===== src/hw/rtl/utf8d_pkg.sv =====
`default_nettype none
// ----------------------------------------------------------------------------
// utf8d_pkg
// Shared codes and constants for the UTF-8 code point decoder.
// ----------------------------------------------------------------------------
package utf8d_pkg;

  localparam int unsigned CpWidth  = 21;
  localparam int unsigned LenWidth = 3;
  localparam int unsigned StWidth  = 3;

  typedef logic [StWidth-1:0]  status_t;
  typedef logic [LenWidth-1:0] len_t;
  typedef logic [CpWidth-1:0]  cp_t;

  localparam status_t StOk        = 3'd0;
  localparam status_t StTruncated = 3'd1;
  localparam status_t StLongLead  = 3'd2;
  localparam status_t StBadLead   = 3'd3;
  localparam status_t StBadCont   = 3'd4;

  localparam len_t Len1 = 3'd1;
  localparam len_t Len2 = 3'd2;
  localparam len_t Len3 = 3'd3;
  localparam len_t Len4 = 3'd4;
  localparam len_t Len5 = 3'd5;
  localparam len_t Len6 = 3'd6;

  // one result item before packing
  typedef struct packed {
    cp_t     code_point;
    status_t status;
    len_t    seq_len;
    logic    eos;
  } result_t;

endpackage : utf8d_pkg
`default_nettype wire


===== src/hw/rtl/utf8_code_point_decoder_unit.sv =====
`default_nettype none
// ----------------------------------------------------------------------------
// utf8_code_point_decoder_unit
// Byte-serial UTF-8 decoder: one result per completed or failed sequence.
// ----------------------------------------------------------------------------
// Path: an accepted byte goes into the input register, then is decoded into
//   the result register.
// Throughput: one byte per cycle while out_tready does not hold the result,
//   set by the combinational decode and the sequence state update in between.
// Reset: rst_n synchronous active low; clears valid flags and decoder state.
// ----------------------------------------------------------------------------
module utf8_code_point_decoder_unit (
  input  wire logic        clk,
  input  wire logic        rst_n,
  input  wire logic        in_tvalid,
  output logic             in_tready,
  input  wire logic [7:0]  in_tdata,   // [7:0] data_byte
  input  wire logic        in_tlast,   // last_byte
  output logic             out_tvalid,
  input  wire logic        out_tready,
  output logic [23:0]      out_tdata,  // [20:0] code_point, [23:21] sequence_length
  output logic [2:0]       out_tuser,  // [2:0] status
  output logic             out_tlast   // end_of_string
);

  // input register
  logic       s1_valid_r;
  logic [7:0] s1_byte_r;
  logic       s1_last_r;

  // decoder state
  utf8d_pkg::len_t exp_len_r, exp_len_nxt;
  utf8d_pkg::len_t seen_r, seen_nxt;
  utf8d_pkg::cp_t  acc_r, acc_nxt;
  logic            lead_bad_r, lead_bad_nxt;
  logic            cont_bad_r, cont_bad_nxt;
  logic            skip_r, skip_nxt;

  // result register
  logic                out_valid_r;
  utf8d_pkg::result_t  res_r;
  utf8d_pkg::result_t  res_nxt;
  logic                emit;

  logic advance;
  logic process;

  assign advance   = !out_valid_r || out_tready;
  assign in_tready = advance || !s1_valid_r;
  assign process   = advance && s1_valid_r;

  always_ff @(posedge clk) begin
    if (!rst_n) begin
      s1_valid_r <= 1'b0;
    end else if (in_tready) begin
      s1_valid_r <= in_tvalid;
    end
  end

  always_ff @(posedge clk) begin
    if (in_tready && in_tvalid) begin
      s1_byte_r <= in_tdata;
      s1_last_r <= in_tlast;
    end
  end

  always_comb begin
    logic [7:0]      b;
    logic            last;
    utf8d_pkg::len_t seen_inc;
    utf8d_pkg::cp_t  acc_upd;
    utf8d_pkg::len_t lead_len;
    utf8d_pkg::cp_t  lead_init;
    logic            lead_long;
    logic            lead_ok;
    logic            cb;

    b    = s1_byte_r;
    last = s1_last_r;

    exp_len_nxt  = exp_len_r;
    seen_nxt     = seen_r;
    acc_nxt      = acc_r;
    lead_bad_nxt = lead_bad_r;
    cont_bad_nxt = cont_bad_r;
    skip_nxt     = skip_r;

    emit               = 1'b0;
    res_nxt.code_point = '0;
    res_nxt.status     = utf8d_pkg::StOk;
    res_nxt.seq_len    = utf8d_pkg::Len1;
    res_nxt.eos        = last;

    lead_len  = utf8d_pkg::Len1;
    lead_init = '0;
    lead_long = 1'b0;
    lead_ok   = 1'b1;
    priority if ((b & 8'hE0) == 8'hC0) begin
      lead_len  = utf8d_pkg::Len2;
      lead_init = {16'd0, b[4:0]};
    end else if ((b & 8'hF0) == 8'hE0) begin
      lead_len  = utf8d_pkg::Len3;
      lead_init = {17'd0, b[3:0]};
    end else if ((b & 8'hF8) == 8'hF0) begin
      lead_len  = utf8d_pkg::Len4;
      lead_init = {18'd0, b[2:0]};
    end else if ((b & 8'hFC) == 8'hF8) begin
      lead_len  = utf8d_pkg::Len5;
      lead_long = 1'b1;
    end else if ((b & 8'hFE) == 8'hFC) begin
      lead_len  = utf8d_pkg::Len6;
      lead_long = 1'b1;
    end else begin
      lead_ok = 1'b0;
    end

    seen_inc = seen_r + utf8d_pkg::Len1;
    cb       = cont_bad_r;
    acc_upd  = acc_r;
    if (!lead_bad_r && !cont_bad_r) begin
      if ((b & 8'hC0) != 8'h80) begin
        cb = 1'b1;
      end else begin
        acc_upd = {acc_r[14:0], b[5:0]};
      end
    end

    if (skip_r) begin
      if (last) begin
        skip_nxt = 1'b0;
      end
    end else if (exp_len_r == '0) begin
      if (b <= 8'h7F) begin
        emit               = 1'b1;
        res_nxt.code_point = {13'd0, b};
      end else if (!lead_ok) begin
        // stray continuation or 0xfe/0xff
        emit           = 1'b1;
        res_nxt.status = utf8d_pkg::StBadLead;
        skip_nxt       = !last;
      end else if (last) begin
        emit           = 1'b1;
        res_nxt.status = utf8d_pkg::StTruncated;
        res_nxt.seq_len = lead_len;
      end else begin
        exp_len_nxt  = lead_len;
        seen_nxt     = utf8d_pkg::Len1;
        acc_nxt      = lead_init;
        lead_bad_nxt = lead_long;
        cont_bad_nxt = 1'b0;
      end
    end else begin
      seen_nxt     = seen_inc;
      acc_nxt      = acc_upd;
      cont_bad_nxt = cb;
      if (seen_inc >= exp_len_r) begin
        emit            = 1'b1;
        res_nxt.seq_len = exp_len_r;
        priority if (lead_bad_r) begin
          res_nxt.status = utf8d_pkg::StLongLead;
        end else if (cb) begin
          res_nxt.status = utf8d_pkg::StBadCont;
        end else begin
          res_nxt.code_point = acc_upd;
        end
        skip_nxt = (lead_bad_r || cb) && !last;
      end else if (last) begin
        emit            = 1'b1;
        res_nxt.status  = utf8d_pkg::StTruncated;
        res_nxt.seq_len = exp_len_r;
      end
      if (emit) begin
        // sequence closes
        exp_len_nxt  = '0;
        seen_nxt     = '0;
        acc_nxt      = '0;
        lead_bad_nxt = 1'b0;
        cont_bad_nxt = 1'b0;
      end
    end
  end

  always_ff @(posedge clk) begin
    if (!rst_n) begin
      exp_len_r   <= '0;
      seen_r      <= '0;
      acc_r       <= '0;
      lead_bad_r  <= 1'b0;
      cont_bad_r  <= 1'b0;
      skip_r      <= 1'b0;
      out_valid_r <= 1'b0;
    end else if (advance) begin
      out_valid_r <= process && emit;
      if (process) begin
        exp_len_r  <= exp_len_nxt;
        seen_r     <= seen_nxt;
        acc_r      <= acc_nxt;
        lead_bad_r <= lead_bad_nxt;
        cont_bad_r <= cont_bad_nxt;
        skip_r     <= skip_nxt;
      end
    end
  end

  always_ff @(posedge clk) begin
    if (process && emit) begin
      res_r <= res_nxt;
    end
  end

  assign out_tvalid = out_valid_r;
  assign out_tdata  = {res_r.seq_len, res_r.code_point};
  assign out_tuser  = res_r.status;
  assign out_tlast  = res_r.eos;

endmodule : utf8_code_point_decoder_unit
`default_nettype wire

===== config.mk =====
export PLATFORM = sky130hd
export DESIGN_NAME = utf8_code_point_decoder_unit
export DESIGN_NICKNAME = d
export VERILOG_FILES = /design/src/hw/rtl/utf8d_pkg.sv /design/src/hw/rtl/utf8_code_point_decoder_unit.sv
export SDC_FILE = /design/constraint.sdc
export NUM_CORES = 1
export LEC_CHECK = 0
export ABC_AREA = 1
export BUFFER_PORTS_ARGS = -buffer_cell sky130_fd_sc_hd__buf_2
export CAP_MARGIN = 20
export CORE_ASPECT_RATIO = 0.6
export CORE_MARGIN = 2
export CORE_UTILIZATION = 48
export DETAILED_ROUTE_END_ITERATION = 8
export PLACE_DENSITY = 0.75
export RECOVER_POWER = 25
export REMOVE_ABC_BUFFERS = 1
export SETUP_SLACK_MARGIN = 0.02
export SYNTH_ARGS = -nofsm -noshare
export SYNTH_HDL_FRONTEND = slang
export SYNTH_SLANG_ARGS = --single-unit

===== constraint.sdc =====
create_clock -name clk -period 3.1 [get_ports clk]
set_input_delay 0.62 -clock clk [delete_from_list [all_inputs] [get_ports clk]]
set_output_delay 0.62 -clock clk [all_outputs]
set_load 0.02 [all_outputs]

==> reports/results.ini, run 1 <==
[drt]
ant_nets = 0
drc = 0
drt_first_pass_iters = 6
wl_per_cell_um = 13.6
drt_iter0_drc = 212
vias = 2613
wl_mm = 6.74
vias_per_cell = 5.28

[job]
max-cap-violations = 0

[synthesis]
synth_area_per_cell_um2 = 8.41
yosys_warnings = 0
ys_types = 29
ys_seq_area_share_pct = 53.2
syn_area_mm2 = 0.00307
syn-instance-count = 365
ys_ff_latch = 63

[clock_tree]
cts_tree = done
root_buffer = clkbuf_8
numClockSinks = 63
postCtsSetupBuffers = 0
clk_latency_ns = 0.33
post_cts_resized = 0
cts_hold_buf = 0
cts_buffer_depth = 2
h-tree-depth = 3
numCtsBuffers = 9
clk_pin_slew_ns = 0.07

[die]
start_util_pct = 50.0
dieArea_mm2 = 0.00707
die_h_um = 65.9
rows = 22
pin_count = 43
die_w_um = 107
core-area_mm2 = 0.00614

[sta]
rsz0062_at_grt = no
skew_ns = 0.0105
post-route-period-util_pct = 88.5
hold_slack_ns = 0.458
finalCriticalPeriod_ns = 2.74
worst_slew_pin_slew_ns = 0.897
finalHoldViolCount = 0
finalSetupViolCount = 0
fin_setup_tns_ns = 0
slew_viol_final = 0
clock.fmax_mhz = 364
slew_headroom_pct = 40.2

[place]
hpwl_mm = 4.80
port-buffer-count = 42
place_area_mm2 = 0.00331
placed_cells = 479
routabilityCongestion = 0.842

[setup_path]
r2r_end = out_tdata[14]
end_kind = flip-flop
crit_path_end = out_tdata[14]
rr_worst_depth = 11
crit_fanout = 20
startpoint_type = flip-flop
path_class = reg -> reg
r2r-start = seen_r[0]
cp.arrival_ns = 2.76
r2r_setup_slack_ns = 0.36
cp-startpoint = seen_r[0]
cp.required_ns = 3.11

[worst_hold_path]
min_path_type = in -> reg

[grt]
grt_overflow_total = 0
grt_pass1_vias = 2357
antenna_found_initial = 0
grt_first_pass_wirelength_mm = 11.1
track_usage_pct = 20.6
grt_max_degree = 33

[cells_and_area]
post_route_cells_drive_above_1_share_pct = 16.1
antenna_cells = 0
finalNonFillerCells = 495
final_area_mm2 = 0.00350
syn_to_final_growth_pct = 13.9
utilization_pct = 57.0
mostFrequentLayoutCells = nand2_1 (80), nor2_1 (67), inv_1 (38)
final_common_cell = nand2_1
n_fill_cell = 559
nNetsFinal = 423

[pwr]
pwr_density_cell_mw_per_mm2 = 562
ir_drop_mv = 0.264
leakagePower_nw = 1.46

[run_status]
status = completed

worst max-delay path: stages, from the launching register on:
cell     delay [ns]
dfxtp_1        0.34
ha_1           0.22
xnor2_1        0.18
inv_1          0.07
ha_1           0.33
nand3_1        0.16
nand4_4        0.20
inv_2          0.09
nand2_2        0.26
nand3_1        0.18
inv_1          0.11
buf_4          0.27
cells in the mapped netlist:
cell,count,area share (%)
buf_4,3,0.73
buf_6,3,1.1
nand2_8,1,0.65
a21oi_2,2,0.57
nor3_1,1,0.16
nand4_1,6,1.2
o21ai_0,19,3.1
a21oi_1,14,2.3
o21ai_2,1,0.29
o21ai_1,7,1.1
inv_1,38,4.6
nor2_4,2,0.73
xnor2_1,1,0.29
inv_2,4,0.49
nor2_1,67,8.2
nand3_1,29,4.7
ha_1,4,1.6
nand3_2,3,0.98
a21boi_2,1,0.37
edfxtp_1,37,36
nand4_4,1,0.69
nand2_2,2,0.41
dfxtp_1,26,17
or2_2,1,0.20
nand2_4,3,1.1
clkbuf_1,4,0.49
nand2_1,80,9.8
buf_2,4,0.65
nor2_2,1,0.20
report_power, final:
group	internal (W)	switching, W	total, W	leakage [nW]
registers	0.000934	0.0000237	0.000958	0.565
clock network	0.000448	0.000297	0.000745	0.105
logic	0.0000738	0.000190	0.000264	0.786
per-layer routing:
| layer | up-vias | wire (um) | global-route usage [%] |
|---|---|---|---|
| met5 | - | 0 | 0 |
| met4 | 0 | 129 | 8.28 |
| met3 | 16 | 563 | 5.91 |
| met2 | 113 | 2980 | 30.5 |
| met1 | 1216 | 3060 | 28.4 |
| li1 | 1268 | - | - |
worst min path at each step:
stage / endpoint / depth (start not counted) / slack [ns] / from
4_1_cts: s1_byte_r[5] / 1 / 0.45 / in_tdata[5]
6_report: s1_byte_r[1] / 1 / 0.46 / in_tdata[1]
3_3_place_gp: seen_r[1] / 2 / 0.46 / seen_r[1]
5_1_grt: s1_byte_r[4] / 1 / 0.44 / in_tdata[4]
3_5_place_dp: seen_r[1] / 2 / 0.46 / seen_r[1]
2_1_floorplan: seen_r[1] / 2 / 0.44 / seen_r[1]
sequential cells by signal, indices dropped and copies added, names as in the netlist:
register	flops
lead_bad_r	1
out_tlast	1
out_tdata	24
skip_r	1
cont_bad_r	1
acc_r	15
out_tuser	3
out_tvalid	1
s1_byte_r	8
s1_last_r	1
s1_valid_r	1
exp_len_r	3
seen_r	3
per-stage QoR:
| step | power [W] | worst slack, ns |
|---|---|---|
| floorplan | 0.00116 | 0.439 |
| global placement | 0.00123 | 0.533 |
| detailed placement | 0.00124 | 0.408 |
| CTS | 0.00198 | 0.395 |
| global route | 0.00206 | 0.198 |
| finish | 0.00197 | 0.355 |
cell families (layout without fill, tap and decap cells):
group | Yosys count | after routing | synth area share [%]
and+or+nand+nor | 197 | 197 | 29.1
buffers and inverters | 56 | 102 | 8.11
xor gates and xnor gates | 1 | 1 | 0.285
AOI/OAI and AO/OA | 44 | 44 | 7.75
adders and majority gates | 4 | 4 | 1.63
DFF | 63 | 63 | 53.2
layout make-up:
type                            count  area, um2  area share, %
Clock inverter                      5       73.8           2.11
Tap cell                           84        105           3.01
Clock buffer                       11        131           3.76
Multi-Input combinational cell    246       1190           34.0
Sequential cell                    63       1630           46.7
Inverter                           42        158           4.51
Timing Repair Buffer               44        209           5.97
(Power assumes the default switching activity.)
==> inputs of run 2 (changes only) <==
RECOVER_POWER = default   (was 25)
clock period = 2.9 ns   (was 3.1 ns; I/O delays follow)
==> run 2 against run 1 <==
  * Via count decreased by 2.2%
  * Die area unchanged
  * Sequential share of layout area down 0.36 points
  * Clock power decreased by 1%
  * Sequential power rose by 6%
  * Count of clock-buffer cells in the layout shrank 1
==> reports/results.ini, run 2 (synthesized netlist as in run 1, its figures left out) <==
[run_status]
status = completed

[die]
dieArea_mm2 = 0.00707  ; unchanged
rows = 22  ; unchanged
start_util_pct = 50.0  ; unchanged
core-area_mm2 = 0.00614  ; unchanged
die_w_um = 107  ; unchanged
die_h_um = 65.9  ; unchanged
pin_count = 43  ; unchanged

[grt]
antenna_found_initial = 0  ; unchanged
grt_overflow_total = 0  ; unchanged
grt_max_degree = 33  ; unchanged
track_usage_pct = 21.7  ; +1.1 points
grt_first_pass_wirelength_mm = 11.4  ; +2.6%
grt_pass1_vias = 2393  ; +1.5%

[clock_tree]
clk_latency_ns = 0.35  ; +0.02 ns
clk_pin_slew_ns = 0.07  ; about the same
postCtsSetupBuffers = 0  ; unchanged
numCtsBuffers = 9  ; unchanged
cts_tree = done
numClockSinks = 63  ; unchanged
cts_buffer_depth = 2  ; unchanged
post_cts_resized = 0  ; unchanged
root_buffer = clkbuf_8
h-tree-depth = 3  ; unchanged
cts_hold_buf = 0  ; unchanged

[drt]
vias_per_cell = 5.14  ; -2.6%
wl_mm = 6.95  ; +3.1%
vias = 2556  ; -2.2%
drt_iter0_drc = 189  ; -11%
ant_nets = 0  ; unchanged
drt_first_pass_iters = 4  ; -2
drc = 0  ; unchanged
wl_per_cell_um = 14.0  ; +2.7%

[place]
pre_cts_slack_ns = 0.503  ; +0.0947 ns
port-buffer-count = 42  ; unchanged
hpwl_mm = 4.94  ; +3.1%
place_area_mm2 = 0.00334  ; +0.83%
routabilityCongestion = 0.890  ; +5.6%

[sta]
fin_setup_tns_ns = 0  ; unchanged
finalSetupViolCount = 0  ; unchanged
timing.final.ws_setup_ns = 0.460  ; +0.105 ns
rsz0062_at_grt = no
slew_headroom_pct = 72.1  ; +32 points
worst_slew_pin_slew_ns = 0.414  ; -0.483 ns
skew_ns = 0.00898  ; -0.00153 ns
finalHoldViolCount = 0  ; unchanged
clock.fmax_mhz = 410  ; +12%
finalCriticalPeriod_ns = 2.44  ; -0.305 ns
slew_viol_final = 0  ; unchanged
post-route-period-util_pct = 84.1  ; -4.4 points

[pwr]
switchingPower_w = 0.000574  ; +12%
p_comb_share_pct = 14.3  ; +0.9 points
clkPwrFrac_pct = 35.8  ; -2.1 points
leakagePower_nw = 1.50  ; +2.8%
pwr-share-seq_pct = 49.9  ; +1.2 points
pwr_density_cell_mw_per_mm2 = 582  ; +3.5%
totalPowerFinal_w = 0.00205  ; +4.3%
p_int_w = 0.00148  ; +1.5%
swShare_pct = 28.0  ; +2.0 points
ir_drop_mv = 0.248  ; -6.0%

[cells_and_area]
syn_to_final_growth_pct = 14.8
post_route_cells_drive_above_1_share_pct = 20.1  ; +4.0 points
final_area_mm2 = 0.00352  ; +0.79%
nNetsFinal = 425  ; +0.47%
largest_reg_flops = 24  ; unchanged
antenna_cells = 0  ; unchanged
n_fill_cell = 541  ; -3.2%
mostFrequentLayoutCells = nand2_1 (80), nor2_1 (67), buf_2 (42)
utilization_pct = 57.4  ; +0.45 points
final_common_cell = nand2_1

[setup_path]
cp.arrival_ns = 2.53  ; -0.23 ns
crit_fanout = 6  ; -70%
startpoint_type = flip-flop
cp.required_ns = 2.99  ; -0.12 ns
path_class = reg -> reg
end_kind = flip-flop

[worst_hold_path]
min_path_type = in -> reg

[job]
max-cap-violations = 0  ; unchanged

[run 2: critical path, cell delays in order (launching register included)]
cell	delay, ns
dfxtp_1	0.35
ha_1	0.22
xnor2_1	0.19
inv_1	0.07
ha_1	0.32
a21oi_2	0.21
nand3_1	0.21
nand3_2	0.19
a21boi_2	0.33
nor2_1	0.10
[run 2: layer usage]
metal	vias to the layer above	part of all wire (%)	routed length (um)	track usage, %
met1	1184	46	3230	29.6
met3	8	8.6	595	7.59
met5	-	0	0	0
met2	97	44	3060	32.2
li1	1267	-	-	-
met4	0	0.94	65	7.63
[run 2: metrics by stage]
stage               cells  hold slack [ns]
floorplan             351            0.443
detailed placement    481            0.472
CTS                   497            0.389
global placement      481            0.459
global route          497            0.380
finish                497            0.402
[run 2: final timing paths]
check             cells after the start   startpoint           end  slack [ns]
setup / recovery                      9    seen_r[0]  out_tdata[1]        0.46
hold / removal                        1  in_tdata[5]  s1_byte_r[5]        0.40
setup reg to reg                      9    seen_r[0]  out_tdata[1]        0.46
hold reg to reg                       2    seen_r[1]     seen_r[1]        0.48
[run 2: layout make-up]
cell class | count | area (um2) | area share [%]
Sequential cell | 63 | 1630 | 46.3
Clock buffer | 10 | 128 | 3.62
Inverter | 42 | 158 | 4.47
Tap cell | 84 | 105 | 2.98
Timing Repair Buffer | 46 | 253 | 7.17
Clock inverter | 6 | 61.3 | 1.74
Multi-Input combinational cell | 246 | 1190 | 33.7
[run 2: power by group through the flow]
stage	Clock [W]	Combinational, W	Sequential, W
2_1_floorplan	0	0.000171	0.00107
3_3_place_gp	0	0.000278	0.00104
3_5_place_dp	0	0.000288	0.00104
4_1_cts	0.000745	0.000290	0.00102
5_1_grt	0.000792	0.000325	0.00103
6_report	0.000735	0.000294	0.00102
